--- config.mk ---
export PLATFORM = sky130hd
export DESIGN_NAME = debug_packet_parser_core
export DESIGN_NICKNAME = d
export VERILOG_FILES = /design/src/rtl/dpp_pkg.sv /design/src/rtl/dpp_step.sv /design/src/rtl/debug_packet_parser_core.sv
export VERILOG_INCLUDE_DIRS = /design/src /design/src/rtl
export SDC_FILE = /design/constraint.sdc
export NUM_CORES = 1
export LEC_CHECK = 0
export BUFFER_PORTS_ARGS = -buffer_cell sky130_fd_sc_hd__buf_2
export CAP_MARGIN = 20
export CORE_UTILIZATION = 30
export CTS_CLUSTER_DIAMETER = 200
export DETAILED_ROUTE_END_ITERATION = 16
export GPL_TIMING_DRIVEN = 0
export PLACE_DENSITY = 0.53
export SLEW_MARGIN = 5
export SYNTH_ARGS = -nofsm -noshare
export SYNTH_HDL_FRONTEND = slang
export SYNTH_SLANG_ARGS = --single-unit
--- constraint.sdc ---
create_clock -name clk -period 2.9 [get_ports clk]
set_input_delay 0.435 -clock clk [delete_from_list [all_inputs] [get_ports clk]]
set_output_delay 0.435 -clock clk [all_outputs]
set_load 0.005 [all_outputs]
--- src/rtl/assert_macros.svh ---
`ifndef ASSERT_MACROS_SVH
`define ASSERT_MACROS_SVH

// Property that must hold at every clock edge outside reset.
`define ASSERT_ALWAYS(label, cond, msg) \
    label: assert property (@(posedge clk) disable iff (!rst_n) (cond)) else $error(msg);

// Antecedent in one cycle implies consequent in the next.
`define ASSERT_NEXT(label, ante, cons, msg) \
    label: assert property (@(posedge clk) disable iff (!rst_n) (ante) |=> (cons)) \
        else $error(msg);

`endif

--- src/rtl/dpp_pkg.sv ---
package dpp_pkg;

    typedef logic [7:0] byte_t;

    typedef enum logic [2:0] {
        KIND_CMD    = 3'd0,
        KIND_DATA   = 3'd1,
        KIND_ACCEPT = 3'd2,
        KIND_REJECT = 3'd3,
        KIND_INTR   = 3'd4
    } kind_t;

    typedef enum logic [7:0] {
        PH_IDLE    = 8'b0000_0001,
        PH_BODY    = 8'b0000_0010,
        PH_ESCAPE  = 8'b0000_0100,
        PH_CHK_HI  = 8'b0000_1000,
        PH_CHK_LO  = 8'b0001_0000,
        PH_SKIP    = 8'b0010_0000,
        PH_SKIP_HI = 8'b0100_0000,
        PH_SKIP_LO = 8'b1000_0000
    } phase_t;

    localparam byte_t CH_DOLLAR = 8'h24;
    localparam byte_t CH_HASH   = 8'h23;
    localparam byte_t CH_PLUS   = 8'h2B;
    localparam byte_t CH_INTR   = 8'h03;
    localparam byte_t CH_ESC    = 8'h7D;
    localparam byte_t CH_NUL    = 8'h00;
    localparam byte_t ESC_XOR   = 8'h20;
    localparam byte_t CH_COLON  = 8'h3A;
    localparam byte_t CH_DOT    = 8'h2E;
    localparam byte_t CH_SEMI   = 8'h3B;
    localparam byte_t CH_Q      = 8'h71;
    localparam byte_t CH_V      = 8'h76;

    localparam logic [1:0] ACK_MAX = 2'd2;

    typedef struct packed {
        phase_t     phase;
        logic [1:0] ack_count;
        logic       in_command;
        logic       cmd_len_nz;
        byte_t      running_sum;
        logic [3:0] high_nibble;
    } state_t;

    typedef struct packed {
        logic  emit;
        kind_t kind;
        byte_t value;
    } result_t;

    // Hex digit value; anything that is not a hex digit reads as zero.
    function automatic logic [3:0] hex_digit(input byte_t b);
        logic [3:0] d;
        d = 4'd0;
        if (b inside {[8'h30:8'h39]})
            d = b[3:0];
        else if (b inside {[8'h61:8'h66], [8'h41:8'h46]})
            d = b[3:0] + 4'd9;
        return d;
    endfunction

endpackage

--- src/rtl/dpp_step.sv ---
module dpp_step (
    input  dpp_pkg::state_t  state,
    input  dpp_pkg::byte_t   rx,
    output dpp_pkg::state_t  state_next,
    output dpp_pkg::result_t res
);
    import dpp_pkg::*;

    byte_t dec;
    logic  cmd_after_split;
    logic  cls_in_command;
    logic  cls_len_nz;
    kind_t cls_kind;
    byte_t got;

    // Escape decoding, command/data tagging of the decoded byte, and the received checksum.
    always_comb
    begin
        dec             = (state.phase == PH_ESCAPE) ? (rx ^ ESC_XOR) : rx;
        cmd_after_split = state.in_command && !(dec inside {CH_COLON, CH_DOT, CH_SEMI});
        cls_in_command  = cmd_after_split;
        cls_len_nz      = state.cmd_len_nz;
        cls_kind        = KIND_DATA;
        if (cmd_after_split)
        begin
            cls_kind = KIND_CMD;
            if (!state.cmd_len_nz)
            begin
                cls_len_nz = 1'b1;
                if (!(dec inside {CH_Q, CH_V}))
                    cls_in_command = 1'b0;
            end
        end
        got = {state.high_nibble, hex_digit(rx)};
    end

    always_comb
    begin
        state_next = state;
        res.emit   = 1'b0;
        res.kind   = KIND_DATA;
        res.value  = dec;
        case (state.phase)
            PH_IDLE:
            begin
                if (rx == CH_DOLLAR)
                begin
                    state_next.phase       = PH_BODY;
                    state_next.in_command  = 1'b1;
                    state_next.cmd_len_nz  = 1'b0;
                    state_next.running_sum = '0;
                end
                else if (rx == CH_PLUS && state.ack_count < ACK_MAX)
                    state_next.ack_count = state.ack_count + 2'd1;
                else if (rx == CH_INTR)
                begin
                    state_next.ack_count = '0;
                    res.emit  = 1'b1;
                    res.kind  = KIND_INTR;
                    res.value = '0;
                end
                else
                    state_next.phase = (rx == CH_HASH) ? PH_SKIP_HI : PH_SKIP;
            end
            PH_BODY:
            begin
                if (rx == CH_HASH || rx == CH_NUL)
                    state_next.phase = PH_CHK_HI;
                else
                begin
                    state_next.running_sum = state.running_sum + rx;
                    if (rx == CH_ESC)
                        state_next.phase = PH_ESCAPE;
                    else
                    begin
                        state_next.in_command = cls_in_command;
                        state_next.cmd_len_nz = cls_len_nz;
                        res.emit = 1'b1;
                        res.kind = cls_kind;
                    end
                end
            end
            PH_ESCAPE:
            begin
                state_next.running_sum = state.running_sum + rx;
                state_next.phase       = PH_BODY;
                state_next.in_command  = cls_in_command;
                state_next.cmd_len_nz  = cls_len_nz;
                res.emit = 1'b1;
                res.kind = cls_kind;
            end
            PH_CHK_HI:
            begin
                state_next.high_nibble = hex_digit(rx);
                state_next.phase       = PH_CHK_LO;
            end
            PH_CHK_LO:
            begin
                state_next.phase     = PH_IDLE;
                state_next.ack_count = '0;
                res.emit  = 1'b1;
                res.kind  = (got == state.running_sum) ? KIND_ACCEPT : KIND_REJECT;
                res.value = state.running_sum;
            end
            PH_SKIP:
            begin
                if (rx == CH_HASH)
                    state_next.phase = PH_SKIP_HI;
            end
            PH_SKIP_HI:
                state_next.phase = PH_SKIP_LO;
            PH_SKIP_LO:
            begin
                state_next.phase     = PH_IDLE;
                state_next.ack_count = '0;
                res.emit  = 1'b1;
                res.kind  = KIND_REJECT;
                res.value = '0;
            end
            default:
            begin
                state_next.phase     = PH_IDLE;
                state_next.ack_count = '0;
            end
        endcase
    end

endmodule

--- src/rtl/debug_packet_parser_core.sv ---
// Channel   Direction  Handshake            Word
// rx        in         rx_valid / rx_stall  rx_byte  (one raw link byte)
// res       out        res_valid / res_stall kind, value (tagged byte, verdict or interrupt)
//
// One byte a cycle, back to back, while rx_stall stays low.
// The byte waits in an input register; the parse step runs between it and the result register.
// rx_stall rises only while a byte is held and the result register is full and stalled.
// Bytes that yield no result still pass through the step and free the input register.
// rst_n (asynchronous, active low) returns the parser to idle with both registers empty.
module debug_packet_parser_core (
    input  logic            clk,
    input  logic            rst_n,
    input  logic            rx_valid,
    output logic            rx_stall,
    input  dpp_pkg::byte_t  rx_byte,
    output logic            res_valid,
    input  logic            res_stall,
    output dpp_pkg::kind_t  kind,
    output dpp_pkg::byte_t  value
);
    import dpp_pkg::*;

    `include "assert_macros.svh"

    localparam state_t STATE_RESET = '{
        phase:       PH_IDLE,
        ack_count:   2'd0,
        in_command:  1'b1,
        cmd_len_nz:  1'b0,
        running_sum: 8'd0,
        high_nibble: 4'd0
    };

    logic    in_valid_reg;
    logic    in_valid_next;
    byte_t   in_byte_reg;
    state_t  state_reg;
    state_t  state_next;
    result_t step_res;
    logic    out_valid_reg;
    logic    out_valid_next;
    kind_t   out_kind_reg;
    byte_t   out_value_reg;
    logic    advance;
    logic    verdict_taken;
    logic    parser_at_rest;

    // Advance the held byte whenever the result register is free or draining.
    assign advance  = in_valid_reg && (!out_valid_reg || !res_stall);
    assign rx_stall = in_valid_reg && !advance;

    dpp_step u_step (
        .state      (state_reg),
        .rx         (in_byte_reg),
        .state_next (state_next),
        .res        (step_res)
    );

    always_comb
    begin
        // Hold the byte while stalled, otherwise take whatever arrives.
        in_valid_next = rx_stall ? 1'b1 : rx_valid;
        if (advance)
            out_valid_next = step_res.emit;
        else if (!res_stall)
            out_valid_next = 1'b0;
        else
            out_valid_next = out_valid_reg;
    end

    always_ff @(posedge clk or negedge rst_n)
    begin
        if (!rst_n)
        begin
            in_valid_reg  <= 1'b0;
            out_valid_reg <= 1'b0;
            state_reg     <= STATE_RESET;
        end
        else
        begin
            in_valid_reg  <= in_valid_next;
            out_valid_reg <= out_valid_next;
            if (advance)
                state_reg <= state_next;
        end
    end

    // Payload registers: no reset needed.
    always_ff @(posedge clk)
    begin
        if (!rx_stall && rx_valid)
            in_byte_reg <= rx_byte;
        if (advance && step_res.emit)
        begin
            out_kind_reg  <= step_res.kind;
            out_value_reg <= step_res.value;
        end
    end

    assign res_valid = out_valid_reg;
    assign kind      = out_kind_reg;
    assign value     = out_value_reg;

    // A verdict or an interrupt leaves the parser idle with the '+' count cleared.
    assign verdict_taken  = advance && step_res.emit &&
                            !(step_res.kind inside {KIND_CMD, KIND_DATA});
    assign parser_at_rest = (state_reg.phase == PH_IDLE) && (state_reg.ack_count == 2'd0);

    `ASSERT_NEXT(a_held_byte_kept, rx_stall, in_valid_reg, "held byte dropped")
    `ASSERT_ALWAYS(a_ack_bound, state_reg.ack_count != 2'd3, "plus count overran")
    `ASSERT_NEXT(a_verdict_idle, verdict_taken, parser_at_rest, "parser not idle after verdict")
    `ASSERT_NEXT(a_emit_loaded, advance && step_res.emit, res_valid, "result lost")

endmodule
==> reports/results.ini, run 1 <==
[route]
dr_total_vias = 2583
wl_per_cell_microns = 15.8
drtIter0Drc = 140
drc = 0
viasPerCell = 5.27
postRouteAntennaNets = 0
dr.pass1.iters = 6
drt_wl_total_mm = 7.74

[clock_network]
cts_hold_buffers = 0
worstSkewPairLatency_ps = 300
cts-htree-levels = 2
numCtsBuffers = 5
cts_tree = yes
clockBufferDepth = 2
cts_root_buf = clkbuf_8
cts_sinks = 45
clk_pin_slew_ps = 90

[synthesis]
synth_compound_area_frac = 0.214
synthSimpleGateAreaFrac = 0.235
synth_top_family_by_area = simple AND/OR/NAND/NOR gates
avgSynthCellArea_sq_um = 9.52
synth-seq-cells = 45
synth_top_area_frac = 0.197
yosys.area_share.adder = 0.0559
async_flop_share = 0.578
yosysWarningCount = 0
synth_ff_type = dfrtp_1
yosys-mux-area-fraction = 0.0168
yosysSeqAreaShare = 0.402
yosysTopAreaCell = dfrtp_1
synth_nets = 345
synth_edf_count = 19
synth_xor_area_frac = 0.0403
synth_cell_types = 67
postSynthCellCount = 320
syn_area_sq_mm = 0.00305
synth_area_leaders = dfrtp_1, edfxtp_1, ha_1

[floorplanning]
row_count = 36
die_w_microns = 103
ios = 25
die-area_sq_mm = 0.0106
core-area_sq_mm = 0.00982
initial_core_util = 0.310
die_h_microns = 103

[grt]
track_usage = 0.158
grt_pass1_vias = 2466
gr-total-overflow = 0
grt_pass1_wl_mm = 12.8
grt_max_degree = 27
antenna_found_initial = 0

[critical_path]
crit_chain = inv_1 > ha_1 > nor3b_1 > nor4_1 > a31oi_1 > or4_1 > nand4_1 > o211ai_1
path_max_fanout = 7
path_delay_family = simple AND/OR/NAND/NOR gates
endpoint_kind = flip-flop
worstPathArrival_ps = 2790
max_stage_delay_ps = 540
crit_buf_inv = 1
cp_slowest_cell = or4_1
critPathLaunchType = flip-flop
critPathKind = reg2reg
cp_data_required_time_ps = 2920

[timing]
setup_tns_ps = 0
clock_skew_ps = 6.17
max_slew_margin = 0.545
period_needed_ps = 2770
final_max_slew_viol_count = 0
hold_viol_final = 0
max_freq_mhz = 361
post-route-period-util = 0.956
setup_viol = 0
tightestPinTransition_ps = 678

[cells_and_area]
final_common_cell = nand2_1
largest_reg_flops = 24
instances_no_fill = 490
layout_common_cells = nand2_1, buf_2, dfrtp_1, o21ai_0, edfxtp_1
finalNetCount = 381
antenna_cells = 0
syn_to_final_growth_pct = 13.5
drive_above_1_share = 0.179
fill_cells = 1038

[pwr]
clock_power_share = 0.230
p_total_w = 0.00168
leakage_nw = 1.44
combPwrFrac = 0.313
p_switching_w = 0.000595
ir_drop_v = 0.000235
swShare = 0.355
internal_power_w = 0.00108
p_per_area_mw_per_mm2 = 485
seqPwrFrac = 0.457

[placed_design]
place_hpwl_mm = 5.71
placement.io_buffers = 24
place_congestion = 0.865
dp_cells = 477

[status]
status = complete, no violations

[flow_run]
drv_cap = 0

[hold_path]
hold_class = in2async

## power by group through the flow
stage | logic [W] | clock network [W] | registers, W
floorplan | 0.000384 | 0 | 0.000766
global placement | 0.000505 | 0 | 0.000779
detailed placement | 0.000506 | 0 | 0.000780
CTS | 0.000509 | 0.000404 | 0.000767
global route | 0.000584 | 0.000432 | 0.000772
finish | 0.000525 | 0.000386 | 0.000766
## timing repair
action	CTS	global route
gates resized for setup	1	1
endpoints found under the hold margin	0	0
setup buffers	0	5
cloned	0	0
endpoints found under the setup margin	11	12
## cells by family after synthesis
family	count (synthesis)
DFF	45
AOI/OAI and AO/OA	91
and+or+nand+nor	127
xor gates and xnor gates	14
adders and majority gates	13
buffers and inverters	25
muxes	5
## metrics by stage
step	hold slack (ps)	utilization	setup slack, ps	area (sq um)
6_report	146	0.352	129	3460
5_1_grt	197	0.352	-2.50	3460
3_3_place_gp	478	0.339	-88.2	3330
4_1_cts	172	0.348	64.8	3420
3_5_place_dp	483	0.339	-120	3330
2_1_floorplan	139	-	522	3050
## synthesized netlist by cell type, drive strengths merged, types with 11 or more instances
cell and n:
nor2 16, o21ai 22, inv 12, a21oi 19, nor3 12, nand2 35
dfrtp 24, ha 12, nand3 11, edfxtp 19, xor2 11, o31ai 12
## layer usage
| metal | vias up | track usage | wire [microns] |
|---|---|---|---|
| met5 | - | 0 | 0 |
| met2 | 67 | 0.246 | 3380 |
| met1 | 1229 | 0.223 | 3860 |
| met4 | 0 | 0.0542 | 223 |
| met3 | 17 | 0.0258 | 280 |
| li1 | 1270 | - | - |
## worst paths after layout
path	from	end	slack (ps)	cells past startpoint
worst max-delay path	in_byte_reg[0]	kind[0]	130	8
worst min-delay path	rst_n	state_reg[19]	150	1
worst max register to register	in_byte_reg[0]	kind[0]	130	8
worst min register to register	state_reg[14]	state_reg[14]	490	1
max in group asynchronous	rst_n	state_reg[5]	2340	1
min in group clk	rx_byte[3]	in_byte_reg[3]	310	1
## worst reg2reg max path: stages (launching register included)
cell and delay, ps:
edfxtp_1 520, inv_1 150, ha_1 250, nor3b_1 140, nor4_1 370, a31oi_1 310
or4_1 540, nand4_1 110, o211ai_1 90
## cell type report
cell class / instances / area, sq um / area share
buffer: 13 / 65.1 / 0.0188
clock buffer: 6 / 72.6 / 0.0210
clock inverter: 2 / 10.0 / 0.00290
inverter: 12 / 45.0 / 0.0130
multi-input combinational: 250 / 1720 / 0.496
sequential: 45 / 1220 / 0.354
tap: 133 / 166 / 0.0482
timing repair buffer: 29 / 158 / 0.0456
No activity file was read; power rests on OpenSTA's default activity.
==> run 2: changes to the inputs <==
--- a/config.mk
+++ b/config.mk
@@ -10,9 +10,10 @@
 export CAP_MARGIN = 20
 export CORE_UTILIZATION = 30
 export CTS_CLUSTER_DIAMETER = 200
+export CTS_CLUSTER_SIZE = 8
 export DETAILED_ROUTE_END_ITERATION = 16
 export GPL_TIMING_DRIVEN = 0
-export PLACE_DENSITY = 0.53
+export PLACE_DENSITY = 0.54
 export SLEW_MARGIN = 5
 export SYNTH_ARGS = -nofsm -noshare
 export SYNTH_HDL_FRONTEND = slang
==> constraint.sdc (replaced) <==
create_clock -name clk -period 2.28 [get_ports clk]
set_input_delay 0.342 -clock clk [delete_from_list [all_inputs] [get_ports clk]]
set_output_delay 0.342 -clock clk [all_outputs]
set_load 0.005 [all_outputs]
==> run 2 against run 1 <==
Effect of this change: the run now ends with setup timing left; power grew 36%; die area is the same; design area grew 13%; largest power group unchanged; critical endpoint unchanged; clock power grew 28%.
==> reports/results.ini, run 2 (synthesis gave the netlist of run 1 again) <==
[clock_network]
cts_root_buf = clkbuf_8  ; unchanged
cts_tree = yes  ; unchanged
numCtsBuffers = 5  ; unchanged
clockBufferDepth = 2  ; unchanged
clk_pin_slew_ps = 90  ; about the same
worstSkewPairLatency_ps = 300  ; about the same
cts-htree-levels = 2  ; unchanged
cts_hold_buffers = 0  ; unchanged
cts_sinks = 45  ; unchanged

[placed_design]
place_hpwl_mm = 5.70  ; was 5.71 mm
place_ws_ps = -504  ; was -120 ps
placement.io_buffers = 24  ; unchanged
place_congestion = 0.856  ; was 0.865

[status]
violations = setup timing
status = finished with violations  ; was complete, no violations

[floorplanning]
initial_core_util = 0.310  ; unchanged
core-area_sq_mm = 0.00982  ; unchanged
die_h_microns = 103  ; unchanged
die_w_microns = 103  ; unchanged
row_count = 36  ; unchanged
ios = 25  ; unchanged
die-area_sq_mm = 0.0106  ; unchanged

[route]
dr.pass1.iters = 4  ; was 6
postRouteAntennaNets = 0  ; unchanged
drtIter0Drc = 168  ; was 140
wl_per_cell_microns = 16.0  ; was 15.8 microns
viasPerCell = 5.23  ; was 5.27
dr_total_vias = 2668  ; was 2583
drt_wl_total_mm = 8.18  ; was 7.74 mm
drc = 0  ; unchanged

[cells_and_area]
drive_above_1_share = 0.308  ; was 0.179
finalNetCount = 401  ; was 381
layout_common_cells = nand2_1, buf_2, dfrtp_1, buf_4, edfxtp_1  ; was nand2_1, buf_2, dfrtp_1, o21ai_0, edfxtp_1
antenna_cells = 0  ; unchanged
largest_reg_flops = 24  ; unchanged
syn_to_final_growth_pct = 27.8  ; was 13.5%
final_common_cell = nand2_1  ; unchanged
finish.utilization = 0.396  ; was 0.352

[pwr]
p_per_area_mw_per_mm2 = 584  ; was 485 mW/mm^2
leakage_nw = 1.57  ; was 1.44 nW
ir_drop_v = 0.000224  ; was 0.000235 V

[grt]
track_usage = 0.168  ; was 0.158
grt_pass1_wl_mm = 13.5  ; was 12.8 mm
grt_pass1_vias = 2577  ; was 2466
gr-total-overflow = 0  ; unchanged
antenna_found_initial = 0  ; unchanged
grt_max_degree = 27  ; unchanged

[critical_path]
worstPathArrival_ps = 2340  ; was 2790 ps
path_max_fanout = 4  ; was 7
critPathKind = reg2reg  ; unchanged
endpoint_kind = flip-flop  ; unchanged
cp_data_required_time_ps = 2320  ; was 2920 ps
critPathLaunchType = flip-flop  ; unchanged

[timing]
period_needed_ps = 2300  ; was 2770 ps
final_max_slew_viol_count = 0  ; unchanged
clock_skew_ps = 10.0  ; was 6.17 ps
post-route-period-util = 1.01  ; was 0.956
max_slew_margin = 0.515  ; was 0.545
tightestPinTransition_ps = 722  ; was 678 ps
hold_viol_final = 0  ; unchanged
max_freq_mhz = 435  ; was 361 MHz
setup_viol = 12  ; was 0
holdWs_ps = 55.8  ; was 146 ps
setup_ws_ps = -21.4  ; was 129 ps
rsz0062_at_grt = yes
setup_tns_ps = -155  ; was 0 ps

[hold_path]
hold_class = in2async  ; unchanged

[flow_run]
drv_cap = 0  ; unchanged

[run 2: cell types whose count changed in the layout (fill, tap and decap cells not counted), sizes merged]
cell / delta
buf: +21
clkbuf: -1
clkinv: -1
clkinvlp: +1
[run 2: layer usage]
metal / vias to the layer above / share of wire / routed length [microns] / global-route usage
met1: 1285 / 0.50 / 4090 / 0.248
met4: 0 / 0.014 / 115 / 0.0628
met2: 68 / 0.45 / 3670 / 0.251
met5: - / 0 / 0 / 0
met3: 8 / 0.036 / 293 / 0.0217
li1: 1307 / - / - / -
[run 2: power breakdown]
group | internal, W | switching (W) | total [W]
logic | 0.000326 | 0.000479 | 0.000805
clock network | 0.000213 | 0.000280 | 0.000493
registers | 0.000907 | 0.0000686 | 0.000976
[run 2: repair_timing]
action                     CTS  global route
setup buffers               21             4
resized for setup           31            22
gates cloned                 0             1
setup endpoints to repair   33            36
pin swaps                   16             5
[run 2: layout make-up]
class                   count  area, sq um
fillers                   989         5930
flip-flops and latches     45         1220
inverters                  12         45.0
well taps                 133          166
repair buffers             50          343
multi-input cells         250         1960
clock buffers               6         72.6
clock inverters             2         11.3
plain buffers              12         68.8
[run 2: worst paths after layout]
check	from	end	slack [ps]	cells past startpoint
setup / recovery	in_byte_reg[1]	kind[0]	-20	8
hold / removal	rst_n	state_reg[22]	60	1
setup reg to reg	in_byte_reg[1]	kind[0]	-20	8
hold reg to reg	state_reg[14]	state_reg[14]	490	1
max in group asynchronous	rst_n	state_reg[4]	1810	1
min in group clk	rx_byte[0]	in_byte_reg[0]	210	1
[run 2: metrics by stage]
step,instances,power [W],cell area [sq um]
finish,510,0.00227,3890
global route,510,0.00242,3890
CTS,506,0.00222,3770
detailed placement,477,0.00164,3370
global placement,477,0.00164,3370
floorplan,320,0.00147,3080
[run 2: critical path: stages (launching register included)]
cell and delay, ps:
edfxtp_1 500, buf_6 170, buf_4 120, ha_1 210, a211o_1 350, a31o_2 240
a211o_1 260, nand4_1 90, o211ai_1 100
